===== src/fpfa_pkg.sv =====
// fpfa_pkg: shared types and constants of the fixed partition fit allocator
// used by fpfa_seq, the top module and the checker; depends on nothing
`timescale 1ns / 1ps
`default_nettype none

package fpfa_pkg;

   localparam int MAX_PARTITIONS = 16;
   localparam int SIZE_BITS      = 16;
   localparam int IDX_BITS       = $clog2(MAX_PARTITIONS);
   localparam int CNT_BITS       = $clog2(MAX_PARTITIONS + 1);
   localparam int SUM_BITS       = 32;
   localparam int PCOUNT_BITS    = 5;
   localparam int CSR_IDX_BITS   = 1;
   localparam int CSR_DATA_BITS  = 5;

   typedef enum logic [1:0] {
      MODE_LOAD    = 2'd0,
      MODE_ALLOC   = 2'd1,
      MODE_RESTART = 2'd2,
      MODE_NONE    = 2'd3
   } mode_type;

   typedef enum logic [1:0] {
      POL_FIRST = 2'd0,
      POL_BEST  = 2'd1,
      POL_WORST = 2'd2,
      POL_NEXT  = 2'd3
   } policy_type;

   typedef enum logic [CSR_IDX_BITS-1:0] {
      CSR_POLICY = 1'b0,
      CSR_PCOUNT = 1'b1
   } csr_reg_type;

   typedef enum logic [1:0] {
      ST_IDLE,
      ST_SCAN,
      ST_DRAIN,
      ST_DONE
   } state_type;

   // outcome of one transaction, handed from the sequencer to the state owner
   typedef struct packed {
      logic                fire;
      mode_type            mode;
      logic                placed;
      logic [IDX_BITS-1:0] idx;
      logic [SIZE_BITS-1:0] size;
      logic [SIZE_BITS-1:0] leftover;
      logic [SIZE_BITS-1:0] req;
   } result_type;

endpackage

`default_nettype wire


===== src/fpfa_size_ram.sv =====
// fpfa_size_ram: single port write, single port read memory with registered read data
// generic; no package needed
`timescale 1ns / 1ps
`default_nettype none

module fpfa_size_ram #(
   parameter int DEPTH = 16,
   parameter int WIDTH = 16,
   parameter int ADDR_BITS = $clog2(DEPTH)
) (
   input  wire logic                 clock,
   input  wire logic                 wr_en,
   input  wire logic [ADDR_BITS-1:0] wr_addr,
   input  wire logic [WIDTH-1:0]     wr_data,
   input  wire logic                 rd_en,
   input  wire logic [ADDR_BITS-1:0] rd_addr,
   output logic      [WIDTH-1:0]     rd_data
);

   logic [WIDTH-1:0] mem [DEPTH];
   logic [WIDTH-1:0] rd_data_ff;

   always_ff @(posedge clock) begin
      if (wr_en) begin
         mem[wr_addr] <= wr_data;
      end
   end

   always_ff @(posedge clock) begin
      if (rd_en) begin
         rd_data_ff <= mem[rd_addr];
      end
   end

   assign rd_data = rd_data_ff;

endmodule

`default_nettype wire


===== src/fpfa_seq.sv =====
// fpfa_seq: transaction sequencer, partition scan and fit selection
// depends on fpfa_pkg; drives the size memory ports
`timescale 1ns / 1ps
`default_nettype none

module fpfa_seq
   import fpfa_pkg::*;
(
   input  wire logic                   clock,
   input  wire logic                   reset,
   input  wire logic                   req_valid,
   output logic                        req_stall,
   input  wire logic [1:0]             req_mode,
   input  wire logic [IDX_BITS-1:0]    req_partition_index,
   input  wire logic [SIZE_BITS-1:0]   req_partition_size,
   input  wire logic [SIZE_BITS-1:0]   req_request_size,
   input  wire policy_type             policy,
   input  wire logic [PCOUNT_BITS-1:0] part_count,
   input  wire logic [MAX_PARTITIONS-1:0] occupied,
   input  wire logic [IDX_BITS-1:0]    resume_ptr,
   input  wire logic                   out_free,
   output logic                        ram_wr_en,
   output logic [IDX_BITS-1:0]         ram_wr_addr,
   output logic [SIZE_BITS-1:0]        ram_wr_data,
   output logic                        ram_rd_en,
   output logic [IDX_BITS-1:0]         ram_rd_addr,
   input  wire logic [SIZE_BITS-1:0]   ram_rd_data,
   output result_type                  result
);

   state_type            state_ff, state_in;
   mode_type             mode_ff, mode_in;
   logic [IDX_BITS-1:0]  pidx_ff, pidx_in;
   logic [SIZE_BITS-1:0] psize_ff, psize_in;
   logic [SIZE_BITS-1:0] rsize_ff, rsize_in;
   logic [IDX_BITS-1:0]  addr_ff, addr_in;
   logic [CNT_BITS-1:0]  remain_ff, remain_in;
   logic                 tag_vld_ff, tag_vld_in;
   logic [IDX_BITS-1:0]  tag_idx_ff, tag_idx_in;
   logic                 found_ff, found_in;
   logic [IDX_BITS-1:0]  best_idx_ff, best_idx_in;
   logic [SIZE_BITS-1:0] best_size_ff, best_size_in;

   logic [CNT_BITS-1:0]  n_use;
   logic [IDX_BITS-1:0]  start_addr;
   logic                 cand_free, cand_fits, take;
   logic                 placed;

   always_comb begin
      if (32'(part_count) > MAX_PARTITIONS) begin
         n_use = CNT_BITS'(MAX_PARTITIONS);
      end else begin
         n_use = CNT_BITS'(part_count);
      end
   end

   // a stale next fit pointer restarts the search at partition zero
   always_comb begin
      if (policy == POL_NEXT && CNT_BITS'(resume_ptr) < n_use) begin
         start_addr = resume_ptr;
      end else begin
         start_addr = '0;
      end
   end

   assign cand_free = !occupied[tag_idx_ff];
   assign cand_fits = rsize_ff <= ram_rd_data;

   always_comb begin
      take = 1'b0;
      case (policy)
         POL_FIRST, POL_NEXT: take = !found_ff && cand_free && cand_fits;
         POL_BEST: take = cand_free && cand_fits && (!found_ff || ram_rd_data < best_size_ff);
         POL_WORST: take = cand_free && (!found_ff || ram_rd_data > best_size_ff);
         default: take = 1'b0;
      endcase
   end

   // worst fit picks the largest free partition first and only then checks the fit
   assign placed = found_ff && (rsize_ff <= best_size_ff);

   always_comb begin
      state_in     = state_ff;
      mode_in      = mode_ff;
      pidx_in      = pidx_ff;
      psize_in     = psize_ff;
      rsize_in     = rsize_ff;
      addr_in      = addr_ff;
      remain_in    = remain_ff;
      tag_vld_in   = 1'b0;
      tag_idx_in   = tag_idx_ff;
      found_in     = found_ff;
      best_idx_in  = best_idx_ff;
      best_size_in = best_size_ff;
      req_stall    = 1'b1;
      ram_rd_en    = 1'b0;
      ram_rd_addr  = addr_ff;
      ram_wr_en    = 1'b0;
      ram_wr_addr  = pidx_ff;
      ram_wr_data  = psize_ff;
      result       = '0;

      if (tag_vld_ff && take) begin
         found_in     = 1'b1;
         best_idx_in  = tag_idx_ff;
         best_size_in = ram_rd_data;
      end

      case (state_ff)
         ST_IDLE: begin
            req_stall = 1'b0;
            if (req_valid) begin
               mode_in   = mode_type'(req_mode);
               pidx_in   = req_partition_index;
               psize_in  = req_partition_size;
               rsize_in  = req_request_size;
               addr_in   = start_addr;
               remain_in = n_use;
               found_in  = 1'b0;
               if (mode_type'(req_mode) == MODE_ALLOC && n_use != '0) begin
                  state_in = ST_SCAN;
               end else begin
                  state_in = ST_DONE;
               end
            end
         end
         ST_SCAN: begin
            ram_rd_en  = 1'b1;
            tag_vld_in = 1'b1;
            tag_idx_in = addr_ff;
            remain_in  = remain_ff - CNT_BITS'(1);
            if (CNT_BITS'(addr_ff) == n_use - CNT_BITS'(1)) begin
               addr_in = '0;
            end else begin
               addr_in = addr_ff + IDX_BITS'(1);
            end
            if (remain_ff == CNT_BITS'(1)) begin
               state_in = ST_DRAIN;
            end
         end
         ST_DRAIN: begin
            state_in = ST_DONE;
         end
         ST_DONE: begin
            if (out_free) begin
               state_in         = ST_IDLE;
               result.fire      = 1'b1;
               result.mode      = mode_ff;
               result.req       = rsize_ff;
               ram_wr_en        = (mode_ff == MODE_LOAD) && (32'(pidx_ff) < MAX_PARTITIONS);
               if (mode_ff == MODE_ALLOC && placed) begin
                  result.placed   = 1'b1;
                  result.idx      = best_idx_ff;
                  result.size     = best_size_ff;
                  result.leftover = best_size_ff - rsize_ff;
               end
            end
         end
         default: begin
            state_in = ST_IDLE;
         end
      endcase
   end

   always_ff @(posedge clock) begin
      if (reset) begin
         state_ff   <= ST_IDLE;
         tag_vld_ff <= 1'b0;
         found_ff   <= 1'b0;
      end else begin
         state_ff   <= state_in;
         tag_vld_ff <= tag_vld_in;
         found_ff   <= found_in;
      end
   end

   always_ff @(posedge clock) begin
      mode_ff      <= mode_in;
      pidx_ff      <= pidx_in;
      psize_ff     <= psize_in;
      rsize_ff     <= rsize_in;
      addr_ff      <= addr_in;
      remain_ff    <= remain_in;
      tag_idx_ff   <= tag_idx_in;
      best_idx_ff  <= best_idx_in;
      best_size_ff <= best_size_in;
   end

endmodule

`default_nettype wire


===== src/fixed_partition_fit_allocator.sv =====
// Usage of the fixed partition fit allocator.
// Input channel req_*: one transaction per item, mode 0 loads a partition
// size, mode 1 allocates request_size, mode 2 restarts the run (clears
// occupied marks, next fit pointer and both fragmentation totals).
// Result channel rsp_*: exactly one transaction per input item, in order.
// Configuration channel csr_*: index 0 policy, index 1 partition count;
// always ready, write only while no item is in flight.
// Sequence: load, restart and unused mode go from acceptance straight to the
// done state and the result register; an allocate reads the size memory
// one partition a cycle through its single read port for all partitions in
// use, then drains for the last compare after the read latency, then hands
// its result over in the done state. The sequencer passes through idle
// before the next acceptance.
// One item is processed at a time; the next is taken as soon as the
// previous result sits in the output register, even if that is stalled.
// rsp_stall holds the result register and, once the next item is finished,
// holds the sequencer until the register frees.
// Reset clears all control state, marks, pointer, totals and configuration
// to policy first fit and 16 partitions; sizes are undefined until loaded.
// depends on fpfa_pkg, fpfa_seq, fpfa_size_ram
`timescale 1ns / 1ps
`default_nettype none

module fixed_partition_fit_allocator
   import fpfa_pkg::*;
(
   input  wire logic                     clock,
   input  wire logic                     reset,
   input  wire logic                     req_valid,
   output logic                          req_stall,
   input  wire logic [1:0]               req_mode,
   input  wire logic [IDX_BITS-1:0]      req_partition_index,
   input  wire logic [SIZE_BITS-1:0]     req_partition_size,
   input  wire logic [SIZE_BITS-1:0]     req_request_size,
   output logic                          rsp_valid,
   input  wire logic                     rsp_stall,
   output logic                          rsp_placed,
   output logic [IDX_BITS-1:0]           rsp_chosen_index,
   output logic [SIZE_BITS-1:0]          rsp_chosen_size,
   output logic [SIZE_BITS-1:0]          rsp_leftover,
   output logic [SUM_BITS-1:0]           rsp_internal_total,
   output logic [SUM_BITS-1:0]           rsp_external_total,
   input  wire logic                     csr_valid,
   output logic                          csr_ready,
   input  wire logic [CSR_IDX_BITS-1:0]  csr_index,
   input  wire logic [CSR_DATA_BITS-1:0] csr_data
);

   policy_type                 policy_ff;
   logic [PCOUNT_BITS-1:0]     pcount_ff;
   logic [MAX_PARTITIONS-1:0]  occ_ff, occ_in;
   logic [IDX_BITS-1:0]        ptr_ff, ptr_in;
   logic [SUM_BITS-1:0]        int_sum_ff, int_sum_in;
   logic [SUM_BITS-1:0]        ext_sum_ff, ext_sum_in;

   logic                       rsp_valid_ff, rsp_valid_in;
   logic                       rsp_placed_ff;
   logic [IDX_BITS-1:0]        rsp_idx_ff;
   logic [SIZE_BITS-1:0]       rsp_size_ff;
   logic [SIZE_BITS-1:0]       rsp_left_ff;
   logic [SUM_BITS-1:0]        rsp_int_ff;
   logic [SUM_BITS-1:0]        rsp_ext_ff;

   logic                       out_free;
   result_type                 result;
   logic                       ram_wr_en, ram_rd_en;
   logic [IDX_BITS-1:0]        ram_wr_addr, ram_rd_addr;
   logic [SIZE_BITS-1:0]       ram_wr_data, ram_rd_data;
   logic [SUM_BITS:0]          int_add, ext_add;

   assign csr_ready = 1'b1;

   always_ff @(posedge clock) begin
      if (reset) begin
         policy_ff <= POL_FIRST;
         pcount_ff <= PCOUNT_BITS'(MAX_PARTITIONS);
      end else if (csr_valid) begin
         case (csr_reg_type'(csr_index))
            CSR_POLICY: policy_ff <= policy_type'(csr_data[1:0]);
            CSR_PCOUNT: pcount_ff <= PCOUNT_BITS'(csr_data);
            default: ;
         endcase
      end
   end

   assign out_free = !rsp_valid_ff || !rsp_stall;

   fpfa_size_ram #(
      .DEPTH (MAX_PARTITIONS),
      .WIDTH (SIZE_BITS)
   ) u_size_ram (
      .clock   (clock),
      .wr_en   (ram_wr_en),
      .wr_addr (ram_wr_addr),
      .wr_data (ram_wr_data),
      .rd_en   (ram_rd_en),
      .rd_addr (ram_rd_addr),
      .rd_data (ram_rd_data)
   );

   fpfa_seq u_seq (
      .clock               (clock),
      .reset               (reset),
      .req_valid           (req_valid),
      .req_stall           (req_stall),
      .req_mode            (req_mode),
      .req_partition_index (req_partition_index),
      .req_partition_size  (req_partition_size),
      .req_request_size    (req_request_size),
      .policy              (policy_ff),
      .part_count          (pcount_ff),
      .occupied            (occ_ff),
      .resume_ptr          (ptr_ff),
      .out_free            (out_free),
      .ram_wr_en           (ram_wr_en),
      .ram_wr_addr         (ram_wr_addr),
      .ram_wr_data         (ram_wr_data),
      .ram_rd_en           (ram_rd_en),
      .ram_rd_addr         (ram_rd_addr),
      .ram_rd_data         (ram_rd_data),
      .result              (result)
   );

   // saturating totals
   assign int_add = {1'b0, int_sum_ff} + (SUM_BITS+1)'(result.leftover);
   assign ext_add = {1'b0, ext_sum_ff} + (SUM_BITS+1)'(result.req);

   always_comb begin
      occ_in     = occ_ff;
      ptr_in     = ptr_ff;
      int_sum_in = int_sum_ff;
      ext_sum_in = ext_sum_ff;
      if (result.fire) begin
         case (result.mode)
            MODE_RESTART: begin
               occ_in     = '0;
               ptr_in     = '0;
               int_sum_in = '0;
               ext_sum_in = '0;
            end
            MODE_ALLOC: begin
               if (result.placed) begin
                  occ_in[result.idx] = 1'b1;
                  ptr_in             = result.idx;
                  int_sum_in = int_add[SUM_BITS] ? '1 : int_add[SUM_BITS-1:0];
               end else begin
                  ext_sum_in = ext_add[SUM_BITS] ? '1 : ext_add[SUM_BITS-1:0];
               end
            end
            default: ;
         endcase
      end
   end

   always_comb begin
      rsp_valid_in = rsp_valid_ff && rsp_stall;
      if (result.fire) begin
         rsp_valid_in = 1'b1;
      end
   end

   always_ff @(posedge clock) begin
      if (reset) begin
         occ_ff       <= '0;
         ptr_ff       <= '0;
         int_sum_ff   <= '0;
         ext_sum_ff   <= '0;
         rsp_valid_ff <= 1'b0;
      end else begin
         occ_ff       <= occ_in;
         ptr_ff       <= ptr_in;
         int_sum_ff   <= int_sum_in;
         ext_sum_ff   <= ext_sum_in;
         rsp_valid_ff <= rsp_valid_in;
      end
   end

   always_ff @(posedge clock) begin
      if (result.fire) begin
         rsp_placed_ff <= result.placed;
         rsp_idx_ff    <= result.idx;
         rsp_size_ff   <= result.size;
         rsp_left_ff   <= result.leftover;
         rsp_int_ff    <= int_sum_in;
         rsp_ext_ff    <= ext_sum_in;
      end
   end

   assign rsp_valid          = rsp_valid_ff;
   assign rsp_placed         = rsp_placed_ff;
   assign rsp_chosen_index   = rsp_idx_ff;
   assign rsp_chosen_size    = rsp_size_ff;
   assign rsp_leftover       = rsp_left_ff;
   assign rsp_internal_total = rsp_int_ff;
   assign rsp_external_total = rsp_ext_ff;

endmodule

`default_nettype wire


===== config.mk =====
export PLATFORM = sky130hd
export DESIGN_NAME = fixed_partition_fit_allocator
export DESIGN_NICKNAME = d
export VERILOG_FILES = /design/src/fpfa_pkg.sv /design/src/fpfa_size_ram.sv /design/src/fpfa_seq.sv /design/src/fixed_partition_fit_allocator.sv
export SDC_FILE = /design/constraint.sdc
export NUM_CORES = 1
export LEC_CHECK = 0
export BUFFER_PORTS_ARGS = -buffer_cell sky130_fd_sc_hd__buf_2
export CAP_MARGIN = 10
export CORE_MARGIN = 10
export CORE_UTILIZATION = 55
export CTS_CLUSTER_SIZE = 28
export DETAILED_ROUTE_END_ITERATION = 12
export HOLD_SLACK_MARGIN = 0.06
export PLACE_DENSITY = 0.73
export SLEW_MARGIN = 20
export SYNTH_ARGS = -nofsm -noshare
export SYNTH_HDL_FRONTEND = slang
export SYNTH_SLANG_ARGS = --single-unit

===== constraint.sdc =====
create_clock -name clock -period 7.7 [get_ports clock]
set_input_delay 0.385 -clock clock [delete_from_list [all_inputs] [get_ports clock]]
set_output_delay 0.385 -clock clock [all_outputs]
set_load 0.005 [all_outputs]

==> key figures, run 1 <==
Global routing
  • Largest net degree at the start of global routing: roughly 70
  • GRT Util Overall: 0.216
  • Total congestion overflow: 0
  • Number of antenna violations at the first check in global routing: 2
  • First-pass GRT wire length: 89200 um
  • Vias in the first global route: 15800

Outcome
  • Outcome: complete, no violations

Critical path
  • Worst EP required: 8050 ps
  • R2R Setup Slk: 2240 ps
  • Worst Reg2Reg Path Length in Cells: 20
  • Crit. End Element: flip-flop
  • RR Startpoint: u_seq.best_size_ff[0]
  • CP Class: reg -> reg
  • Crit-path max FO: 40
  • Worst setup SP type: flip-flop
  • Worst R2R End: rsp_internal_total[21]
  • CP arrival: a little under 6000 ps

Floorplanning
  • Die Y: 229 um
  • Starting Density: 0.557
  • Die ar.: 0.0525 mm2
  • Row count: 76
  • Io pins: 153
  • Core Box Area: around 0.043 mm2
  • Die Wd: 229 um

Placement
  • Placed Cells: between 2000 and 3000
  • Dpl ws: 2290 ps
  • Dpl hpwl: 38500 um
  • Final estimated routing congestion in global placement: around 0.9
  • I/O Buffers: 151

Worst hold path
  • Hold path depth: 3
  • Hold endpoint: pcount_ff[2]
  • Hold crit path type: in -> reg
  • Hold Startpoint: csr_index

Routing
  • Total wire length: 58300 um
  • Drt initial violations: around 1600
  • Post-DR vias/cell: 5.89
  • Drt drc: 0
  • Drt first pass iters: 5
  • Average wire per standard cell: 21.7 um
  • Vias after detailed routing: roughly 16000
  • Antenna-violating nets left: 0

STA
  • Final setup margin: about 2200 ps
  • Fmax: between 150 and 200 MHz
  • Max-slew headroom: 0.244
  • Slew of the pin with the lowest slew margin: 1130 ps
  • Final hold violation count: 0
  • Setup TNS: 0 ps
  • Post-Route Skew: around 24 ps
  • Setup violators final: 0
  • Period Utilization, post-route: 0.709
  • Final Max Tran Viols: 0
  • Post-route minimum period: 5460 ps
  • Unrepaired setup endpoints after global routing: no

Clock tree
  • CTS Buf Count: 56
  • Clock latency at the later pin of the worst-skew pair: 620 ps
  • Post_cts resized: 0
  • Clock Pin Slew Worst Setup and Hold Paths: ~60 ps
  • CTS Root Cell: clkbuf_16
  • Clock buffer depth: 3
  • Clock sink total: 540
  • Setup Buffers After CTS: 0
  • CTS H-tree depth: 2
  • CTS tree: yes

Power
  • Pwr Total: 8.42 mW
  • Pleak: 10.4 nW
  • Max VDD drop: 0.226 mV
  • Pwr Density: 300 mW/mm2

Synth
  • Post-synthesis sequential area ratio: 0.635
  • Post-Syn Nets: 1988
  • Synth cell types: 88
  • Average cell area after synthesis: 13.1 um2
  • Post-Syn Area: 0.0240 mm2
  • Mapped Cells: 1840
  • Dominant synthesized flop cell: edfxtp_1
  • Number of synthesized flops with an enable pin: 444
  • Post-synthesis register bit count: 540
  • Yosys warning count: 0
  • Post-synthesis async set-or-reset flop share: 0

Job
  • Max-cap violation count: 0

Cells and area
  • Finished Layout Cells: between 2000 and 3000
  • Antenna diodes: 0
  • Area Overhead vs Synth: 16.5%
  • Fin nets: between 2000 and 2500
  • Layout cells sized above 1: 0.173
[cell type report]
class	instances	area (um2)
Tap cell	585	732
Inverter	82	310
Clock buffer	74	1520
Multi-Input combinational cell	1153	8320
Sequential cell	540	15300
Timing Repair Buffer	219	1410
Clock inverter	31	472
Fill cell	3220	15200
[power by group]
part	total, mW	leakage [nW]	switching [mW]	internal (mW)
clock	2.88	0.970	1.14	1.74
sequential	3.77	4.82	0.235	3.54
combinational	1.77	4.63	1.06	0.712
total	8.42	10.4	2.43	5.99
[stage by stage]
stage	area (um2)	hold WS, ps	util
floorplan	24000	420	-
global placement	25500	434	0.591
detailed placement	25500	451	0.591
CTS	27900	75.6	0.647
global route	28000	113	0.649
finish	28000	104	0.649
[state kept, by name (all words and copies together) (netlist names), 4 cells and up]
register and flops:
u_size_ram.mem 256, ext_sum_ff 32, int_sum_ff 32, rsp_external_total 32
rsp_internal_total 32, occ_ff 16, rsp_chosen_size 16, rsp_leftover 16
u_seq.best_size_ff 16, u_seq.ram_wr_data 16, u_seq.rsize_ff 16, u_size_ram.rd_data 16
pcount_ff 5, u_seq.remain_ff 5, ptr_ff 4, rsp_chosen_index 4
u_seq.best_idx_ff 4, u_seq.ram_rd_addr 4, u_seq.ram_wr_addr 4, u_seq.tag_idx_ff 4
[kinds of logic (layout without fill, tap and decap cells)]
group / count (synthesis) / after routing / synth area share
and+or+nand+nor: 507 / 507 / 0.101
buffers and inverters: 147 / 406 / 0.0243
other: 1 / 1 / 0.000156
adders and majority gates: 99 / 99 / 0.0525
AOI/OAI and AO/OA: 389 / 389 / 0.105
muxes: 114 / 114 / 0.0673
xor gates and xnor gates: 43 / 43 / 0.0157
DFF: 540 / 540 / 0.635
[metal layers]
layer / share of wire / track usage / wire length [um] / vias to the layer above
met5: 0 / 0 / 0 / -
met4: 0.034 / 0.0857 / 1960 / 0
met3: 0.073 / 0.0407 / 4280 / 110
met2: 0.49 / 0.362 / 28300 / 653
met1: 0.41 / 0.272 / 23700 / 7661
li1: - / - / - / 7386
[synthesized netlist by cell type, types with 31 or more instances]
cell type  instances  area (um2)
mux4_2            37         833
mux2i_1           66         661
nor2b_1           31         194
clkbuf_1          33         124
inv_1             80         300
o21ai_0           79         395
nand2_1          136         510
edfxtp_1         444       13300
dfxtp_1           96        1920
nor3_1            44         220
ha_1              96        1200
a21oi_1          113         566
nor2_1           159         597
[placed cells by master (no fill, tap or decap), types with 21 or more instances in the layout]
master	synthesis	layout
buf_4	1	22
nand2_1	136	136
inv_1	80	80
buf_2	17	151
mux4_2	37	37
and3_1	21	21
nand3_1	29	29
nor2_1	159	146
xnor2_1	23	23
a21oi_1	113	113
clkbuf_16	0	57
ha_1	96	96
nor2b_1	31	30
o21ai_0	79	79
nor3_1	44	39
dlygate4sd3_1	0	43
dfxtp_1	96	96
mux2i_1	66	66
edfxtp_1	444	444
o21ai_1	23	23
[what timing repair did]
item | 4_1_cts | 5_1_grt
hold buffers | 43 | 0
hold endpoints to repair | 44 | 0
endpoints found under the setup margin | 0 | 0
[critical path, cell delays in order (launching register included)]
cell and delay [ps]:
edfxtp_1 390, inv_1 90, ha_1 160, inv_1 70, fa_1 410, a21o_1 220
a211o_1 300, a22oi_1 160, a21o_1 170, buf_4 400, nor2_1 130, ha_1 250
fa_1 440, a211oi_2 270, o211ai_1 170, a221o_1 400, a221oi_4 470, nor2_2 250
nor2_1 180, a31oi_1 120, nor2b_1 150
[worst max path at each step]
stage	startpoint	to	slack, ps	depth (start not counted)
CTS	u_seq.best_size_ff[0]	rsp_internal_total[21]	2260	20
detailed placement	u_seq.best_size_ff[0]	rsp_internal_total[21]	2290	20
finish	u_seq.best_size_ff[0]	rsp_internal_total[21]	2240	20
floorplan	u_seq.state_ff[0]	rsp_internal_total[19]	2290	20
global placement	u_seq.best_size_ff[0]	rsp_internal_total[21]	2400	20
global route	u_seq.best_size_ff[0]	rsp_internal_total[21]	1900	20
No activity file was read; power rests on OpenSTA's default activity.
==> inputs of run 2 (changes only) <==
- clock period: 7.7 -> 5.7 ns (I/O delays scaled with it)
==> run 2 against run 1 <==
  * Clock skew is 29 ps higher
  * Non-clock buffer count is 5 higher
  * Combinational power is 34% higher
  * Design area is 0.35% lower
  * Sequential share of layout area is 0.19 points higher
  * Fmax is 2.6% higher
  * Clock-buffer cell count is 6 lower
  * Die area stayed put
  * Global-route usage is 0.28 points higher
  * Critical path type unchanged
  * Critical endpoint unchanged
  * Highest routed layer unchanged
==> key figures, run 2 (synthesis results as in run 1) <==
Floorplanning
  • Core Box Area: 0.0432 mm2 (unchanged)
  • Die ar.: 0.0525 mm2 (unchanged)
  • Io pins: 153 (unchanged)
  • Row count: 76 (unchanged)
  • Die Wd: 229 um (unchanged)
  • Starting Density: 0.557 (unchanged)
  • Die Y: 229 um (unchanged)

STA
  • Final Max Tran Viols: 0 (unchanged)
  • Unrepaired setup endpoints after global routing: no
  • Fmax: 188 MHz (+2.6%)
  • Post-route minimum period: 5320 ps (-136 ps)
  • Setup TNS: 0 ps (unchanged)
  • Post-Route Skew: 52.8 ps (+28.8 ps)
  • Final hold violation count: 0 (unchanged)
  • Slew of the pin with the lowest slew margin: 1140 ps (+13.0 ps)
  • Max-slew headroom: 0.240 (-0.00446)
  • Setup violators final: 0 (unchanged)
  • Period Utilization, post-route: 0.933 (+0.225)

Routing
  • Drt drc: 0 (unchanged)
  • Drt first pass iters: 9 (+4)
  • Drt initial violations: 1502 (-4.1%)
  • Vias after detailed routing: 16000 (+0.92%)
  • Average wire per standard cell: 22.1 um (+1.8%)
  • Antenna-violating nets left: 0 (unchanged)
  • Post-DR vias/cell: 5.94 (+0.89%)
  • Total wire length: 59300 um (+1.8%)

Clock tree
  • CTS Root Cell: clkbuf_16
  • Clock latency at the later pin of the worst-skew pair: 640 ps (+20 ps)
  • CTS tree: yes
  • Clock Pin Slew Worst Setup and Hold Paths: 70 ps (about the same)
  • Clock sink total: 540 (unchanged)
  • Clock buffer depth: 3 (unchanged)
  • CTS Buf Count: 54 (-3.6%)
  • CTS H-tree depth: 2 (unchanged)

Cells and area
  • Area Overhead vs Synth: 16.1%
  • Largest register FFs: 256 (unchanged)
  • Final core utilization: 0.647 (-0.00226)
  • Fin nets: 2203 (+0.14%)
  • Layout cells sized above 1: 0.170 (-0.00294)
  • Antenna diodes: 0 (unchanged)
  • Most common cell after layout, fill and taps aside: edfxtp_1
  • Most frequent cells in the layout: edfxtp_1 (444), buf_2 (151), nor2_1 (146)
  • Cell area after layout: 0.0279 mm2 (-0.35%)
  • Most flop-heavy register: u_size_ram.mem

Critical path
  • Cell-by-cell trace of the critical path: inv_1 > ha_1 > inv_1 > fa_1 > a21o_1 > a211o_1 > a22oi_1 > a21o_1 > inv_2 > and2_1 > fa_1 > a211oi_2 > o211ai_1 > a221o_1 > a221oi_4 > nor2_2 > nor2_1 > a31oi_1 > nor2b_1
  • Critical path buffer and inverter count: 3 (unchanged)
  • Worst EP required: 6060 ps (-1990 ps)
  • Crit-path slowest cell: fa_1
  • R2R Setup Slk: 380 ps (-1860 ps)
  • RR Startpoint: u_seq.best_size_ff[0]
  • Top delay family on crit path: compound AO/OA/AOI/OAI gates
  • Worst setup SP type: flip-flop
  • CP Class: reg -> reg
  • Worst Reg2Reg Path Length in Cells: 19 (-5.0%)
  • Crit. End Element: flip-flop
  • CP arrival: 5680 ps (-130 ps)
  • Crit-path max FO: 18 (-55%)
  • Largest stage delay, worst path: 480 ps (about the same)
  • Worst R2R End: rsp_internal_total[21]

Outcome
  • Outcome: complete, no violations

Worst hold path
  • Hold crit path type: in -> reg
  • Hold endpoint: u_seq.state_ff[0]
  • Hold Startpoint: req_valid
  • Hold path depth: 5 (+2)

Global routing
  • Number of antenna violations at the first check in global routing: 1 (-1)
  • Largest net degree at the start of global routing: 103 (+49%)
  • Total congestion overflow: 0 (unchanged)
  • GRT Util Overall: 0.218 (+0.00281)
  • Vias in the first global route: 15900 (+0.81%)
  • First-pass GRT wire length: 90500 um (+1.5%)

Job
  • Max-cap violation count: 0 (unchanged)

Placement
  • Dpl hpwl: 38900 um (+1.1%)
  • Final estimated routing congestion in global placement: 0.935 (+4.4%)
  • Dpl cell area: 0.0256 mm2 (+0.15%)
  • I/O Buffers: 151 (unchanged)

Power
  • Pwr Density: 397 mW/mm2 (+32%)
  • Max VDD drop: 0.321 mV (+42%)
  • Pleak: 10.4 nW (-0.64%)
## run 2: worst max-delay path by stage
stage | slack, ps | endpoint | depth (start not counted) | from
final | 380 | rsp_internal_total[21] | 19 | u_seq.best_size_ff[0]
after global routing | 40 | rsp_internal_total[21] | 19 | u_seq.best_size_ff[0]
after CTS | 400 | rsp_internal_total[21] | 19 | u_seq.best_size_ff[0]
after floorplan | 290 | rsp_internal_total[19] | 20 | u_seq.state_ff[0]
after global placement | 570 | rsp_internal_total[21] | 19 | u_seq.best_size_ff[0]
after detailed placement | 440 | rsp_internal_total[21] | 19 | u_seq.best_size_ff[0]
## run 2: cell type report
type	instances	area, um2
clock inverters	33	354
fillers	3202	15300
well taps	585	732
repair buffers	224	1470
flip-flops and latches	540	15300
inverters	82	310
multi-input cells	1153	8340
clock buffers	68	1460
## run 2: timing repair
action / 4_1_cts / 5_1_grt
gates resized for setup: 0 / 0
endpoints found under the hold margin: 47 / 0
hold buffers: 49 / 0
setup buffers: 0 / 0
setup endpoints to repair: 0 / 0
## run 2: metal layers
metal | GRT usage | share of wire
met5 | 0 | 0
met4 | 0.0933 | 0.035
met3 | 0.0407 | 0.070
met2 | 0.360 | 0.48
met1 | 0.279 | 0.41
## run 2: metrics by stage
step	total power [mW]	hold slack, ps	worst slack [ps]	std cells
6_report	11.1	207	381	2685
5_1_grt	11.6	283	41.6	2685
3_3_place_gp	7.41	431	565	2531
4_1_cts	11.1	183	399	2682
2_1_floorplan	6.68	384	290	1840
3_5_place_dp	7.50	450	437	2532
## run 2: report_power, final
group          total (mW)  switching, mW  internal (mW)
sequential           5.11          0.329           4.78
combinational        2.37           1.41          0.957
clock                3.61           1.55           2.06
## run 2: tightest hold or removal path, delay by kind of cell
family / cells / cell delay, ps
AO/OA/AOI/OAI: 3 / 290
buffers and inverters: 1 / 110
AND/OR/NAND/NOR: 1 / 110
==> inputs of run 3 (changes only) <==
- CTS_CLUSTER_DIAMETER: not set -> 30
- GPL_TIMING_DRIVEN: not set -> 0
==> run 3 against run 2 <==
  * Routed wire length up 10%
  * Design area grew 7.2%
  * Critical path depth up 2
  * Power grew 23%
  * Cell count rose by 5.7%
  * Via count is 5.8% higher
  * Sequential power barely moved
  * Register-to-register slack lost 190 ps
  * Clock skew up 4.5 ps
  * Highest routed layer unchanged
  * Core utilization up 4.7 points
  * Global-route usage increased by 2.7 points
  * Clock power is 64% higher
==> key figures, run 3 (synthesis results as in run 1) <==
Power
  • Comb power frac: 0.188 (-0.026)
  • NetSw: 4.06 mW (+23%)
  • Clock network power share: 0.436 (+0.110)
  • Pwr Total: 13.6 mW (+23%)
  • Sequential share of power: 0.376 (-0.084)
  • Internal: 9.54 mW (+22%)
  • Max VDD drop: 0.590 mV (+84%)
  • Pleak: 11.3 nW (+9.0%)
  • Sw frac: 0.298 (+0.000893)
  • Pwr Density: 454 mW/mm2 (+14%)

Routing
  • Drt drc: 0 (unchanged)
  • Average wire per standard cell: 23.1 um (+4.4%)
  • Drt initial violations: 1476 (-1.7%)
  • Drt first pass iters: 5 (-4)
  • Antenna-violating nets left: 0 (unchanged)
  • Vias after detailed routing: 16900 (+5.8%)
  • Post-DR vias/cell: 5.95 (+0.11%)
  • Total wire length: 65500 um (+10%)

Floorplanning
  • Die Y: 229 um (unchanged)
  • Io pins: 153 (unchanged)
  • Starting Density: 0.557 (unchanged)
  • Core Box Area: 0.0432 mm2 (unchanged)
  • Row count: 76 (unchanged)
  • Die Wd: 229 um (unchanged)
  • Die ar.: 0.0525 mm2 (unchanged)

Critical path
  • Crit. End Element: flip-flop
  • Crit-path max FO: 10 (-8)
  • RR Startpoint: u_seq.best_size_ff[0]
  • Top delay family on crit path: compound AO/OA/AOI/OAI gates
  • Cell-by-cell trace of the critical path: inv_1 > ha_1 > inv_1 > fa_1 > a21o_1 > a211o_1 > a22oi_1 > a21o_1 > buf_4 > inv_2 > buf_2 > and2_1 > ha_1 > a211oi_1 > o211ai_2 > a41oi_1 > nand4b_1 > a211o_1 > nor2_1 > a311oi_2 > nor3_1
  • Largest stage delay, worst path: 480 ps (about the same)
  • CP arrival: 5930 ps (+250 ps)
  • Crit path launch: u_seq.best_size_ff[0]
  • CP Class: reg -> reg
  • Critical path buffer and inverter count: 5 (+2)
  • Worst setup SP type: flip-flop
  • R2R Setup Slk: 190 ps (-190 ps)
  • Crit-path slowest cell: a211o_1
  • Worst EP required: 6120 ps (+60 ps)

Worst hold path
  • Hold crit path type: in -> reg
  • Hold Startpoint: reset

Cells and area
  • Most common cell after layout, fill and taps aside: edfxtp_1
  • Filler Cell Count: 2977 (-7.0%)
  • Area Overhead vs Synth: 24.5%
  • Layout cells sized above 1: 0.209 (+0.0385)
  • Largest register FFs: 256 (unchanged)
  • Antenna diodes: 0 (unchanged)
  • Fin nets: 2316 (+5.1%)
  • Most flop-heavy register: u_size_ram.mem
  • Most frequent cells in the layout: edfxtp_1 (444), buf_2 (167), nor2_1 (147)

Clock tree
  • Clock latency at the later pin of the worst-skew pair: 680 ps (+40 ps)
  • CTS Buf Count: 100 (+85%)
  • Clock buffer depth: 3 (unchanged)
  • CTS tree: yes
  • Clock Pin Slew Worst Setup and Hold Paths: 50 ps (-20 ps)
  • CTS Root Cell: clkbuf_16
  • Clock sink total: 540 (unchanged)
  • CTS H-tree depth: 3 (+1)

STA
  • Max-slew headroom: 0.345 (+0.105)
  • Setup violators final: 0 (unchanged)
  • Period Utilization, post-route: 0.966 (+0.0326)
  • Final Max Tran Viols: 0 (unchanged)
  • Post-Route Skew: 57.3 ps (+4.48 ps)
  • Post-route minimum period: 5510 ps (+186 ps)
  • Fmax: 182 MHz (-3.4%)
  • Final setup margin: 195 ps (-186 ps)
  • Final hold violation count: 0 (unchanged)
  • Setup TNS: 0 ps (unchanged)
  • Slew of the pin with the lowest slew margin: 983 ps (-156 ps)

Job
  • Max-cap violation count: 0 (unchanged)

Placement
  • Final estimated routing congestion in global placement: 0.921 (-1.5%)
  • Dpl ws: -830 ps (-1270 ps)
  • Dpl hpwl: 44800 um (+15%)
  • I/O Buffers: 151 (unchanged)

Global routing
  • Number of antenna violations at the first check in global routing: 0 (-1)
  • Met2 Track Usage GR: 0.414 (+0.0540)
  • Vias in the first global route: 17000 (+6.7%)
  • Met1 Use GR: 0.299 (+0.0198)
  • First-pass GRT wire length: 100000 um (+11%)
  • Gr busiest metal: met2
  • Largest net degree at the start of global routing: 60 (-42%)
  • GR Layer Usage met3: 0.0501 (+0.00939)
  • GRT Util Overall: 0.246 (+0.0274)
  • Total congestion overflow: 0 (unchanged)

Outcome
  • Outcome: complete, no violations
[run 3: cell types whose count changed in the layout (fill, tap and decap cells not counted), moves of 8 or more]
| cell | before | now |
|---|---|---|
| buf_1 | 0 | 12 |
| buf_2 | 151 | 167 |
| buf_4 | 19 | 11 |
| clkbuf_1 | 11 | 45 |
| clkbuf_16 | 56 | 102 |
| clkinvlp_4 | 1 | 10 |
| inv_6 | 0 | 11 |
[run 3: through the flow]
stage	std cells	area [um2]	util	hold slack, ps
final	2839	29900	0.693	139
after global routing	2839	29900	0.693	144
after CTS	2838	29900	0.692	116
after detailed placement	2598	25900	0.599	444
after global placement	2576	25500	0.591	434
after floorplan	1840	24000	-	384
[run 3: path summary, 6_finish.rpt]
kind	endpoint	depth (start not counted)
min	occ_ff[12]	3
max	rsp_internal_total[19]	21
min reg2reg	occ_ff[13]	2
max reg2reg	rsp_internal_total[19]	21
[run 3: area by class of cell]
| type | count | area (um2) | area share |
|---|---|---|---|
| plain buffers | 64 | 279 | 0.00932 |
| clock buffers | 120 | 2670 | 0.0892 |
| clock inverters | 68 | 791 | 0.0264 |
| inverters | 82 | 313 | 0.0105 |
| multi-input cells | 1153 | 8310 | 0.278 |
| flip-flops and latches | 540 | 15300 | 0.510 |
| well taps | 585 | 732 | 0.0245 |
| repair buffers | 227 | 1580 | 0.0529 |
[run 3: tightest hold or removal path, delay by kind of cell]
kind	cells	cell delay [ps]
buf+inv	1	200
simple gates	1	190
compound gates	1	70
[run 3: metal layers]
| metal | vias to the layer above | wire, um |
|---|---|---|
| met5 | - | 0 |
| met4 | 0 | 2430 |
| met3 | 135 | 4890 |
| met2 | 757 | 32500 |
| met1 | 8329 | 25700 |
| li1 | 7668 | - |
[run 3: power by group through the flow]
| stage | Clock, mW | Combinational, mW | Sequential (mW) |
|---|---|---|---|
| 5_1_grt | 6.19 | 2.77 | 5.14 |
| 4_1_cts | 5.96 | 2.52 | 5.11 |
| 3_5_place_dp | 0 | 2.46 | 5.18 |
| 3_3_place_gp | 0 | 2.35 | 5.16 |
| 2_1_floorplan | 0 | 1.64 | 5.04 |
| 6_report | 5.93 | 2.55 | 5.11 |
[run 3: repair_timing]
| item | CTS | global route |
|---|---|---|
| hold endpoints to repair | 47 | 0 |
| gates resized for setup | 6 | 8 |
| hold buffers | 49 | 0 |
| pin swaps | 3 | 2 |
| buffers inserted | 3 | 1 |
| setup endpoints to repair | 64 | 51 |
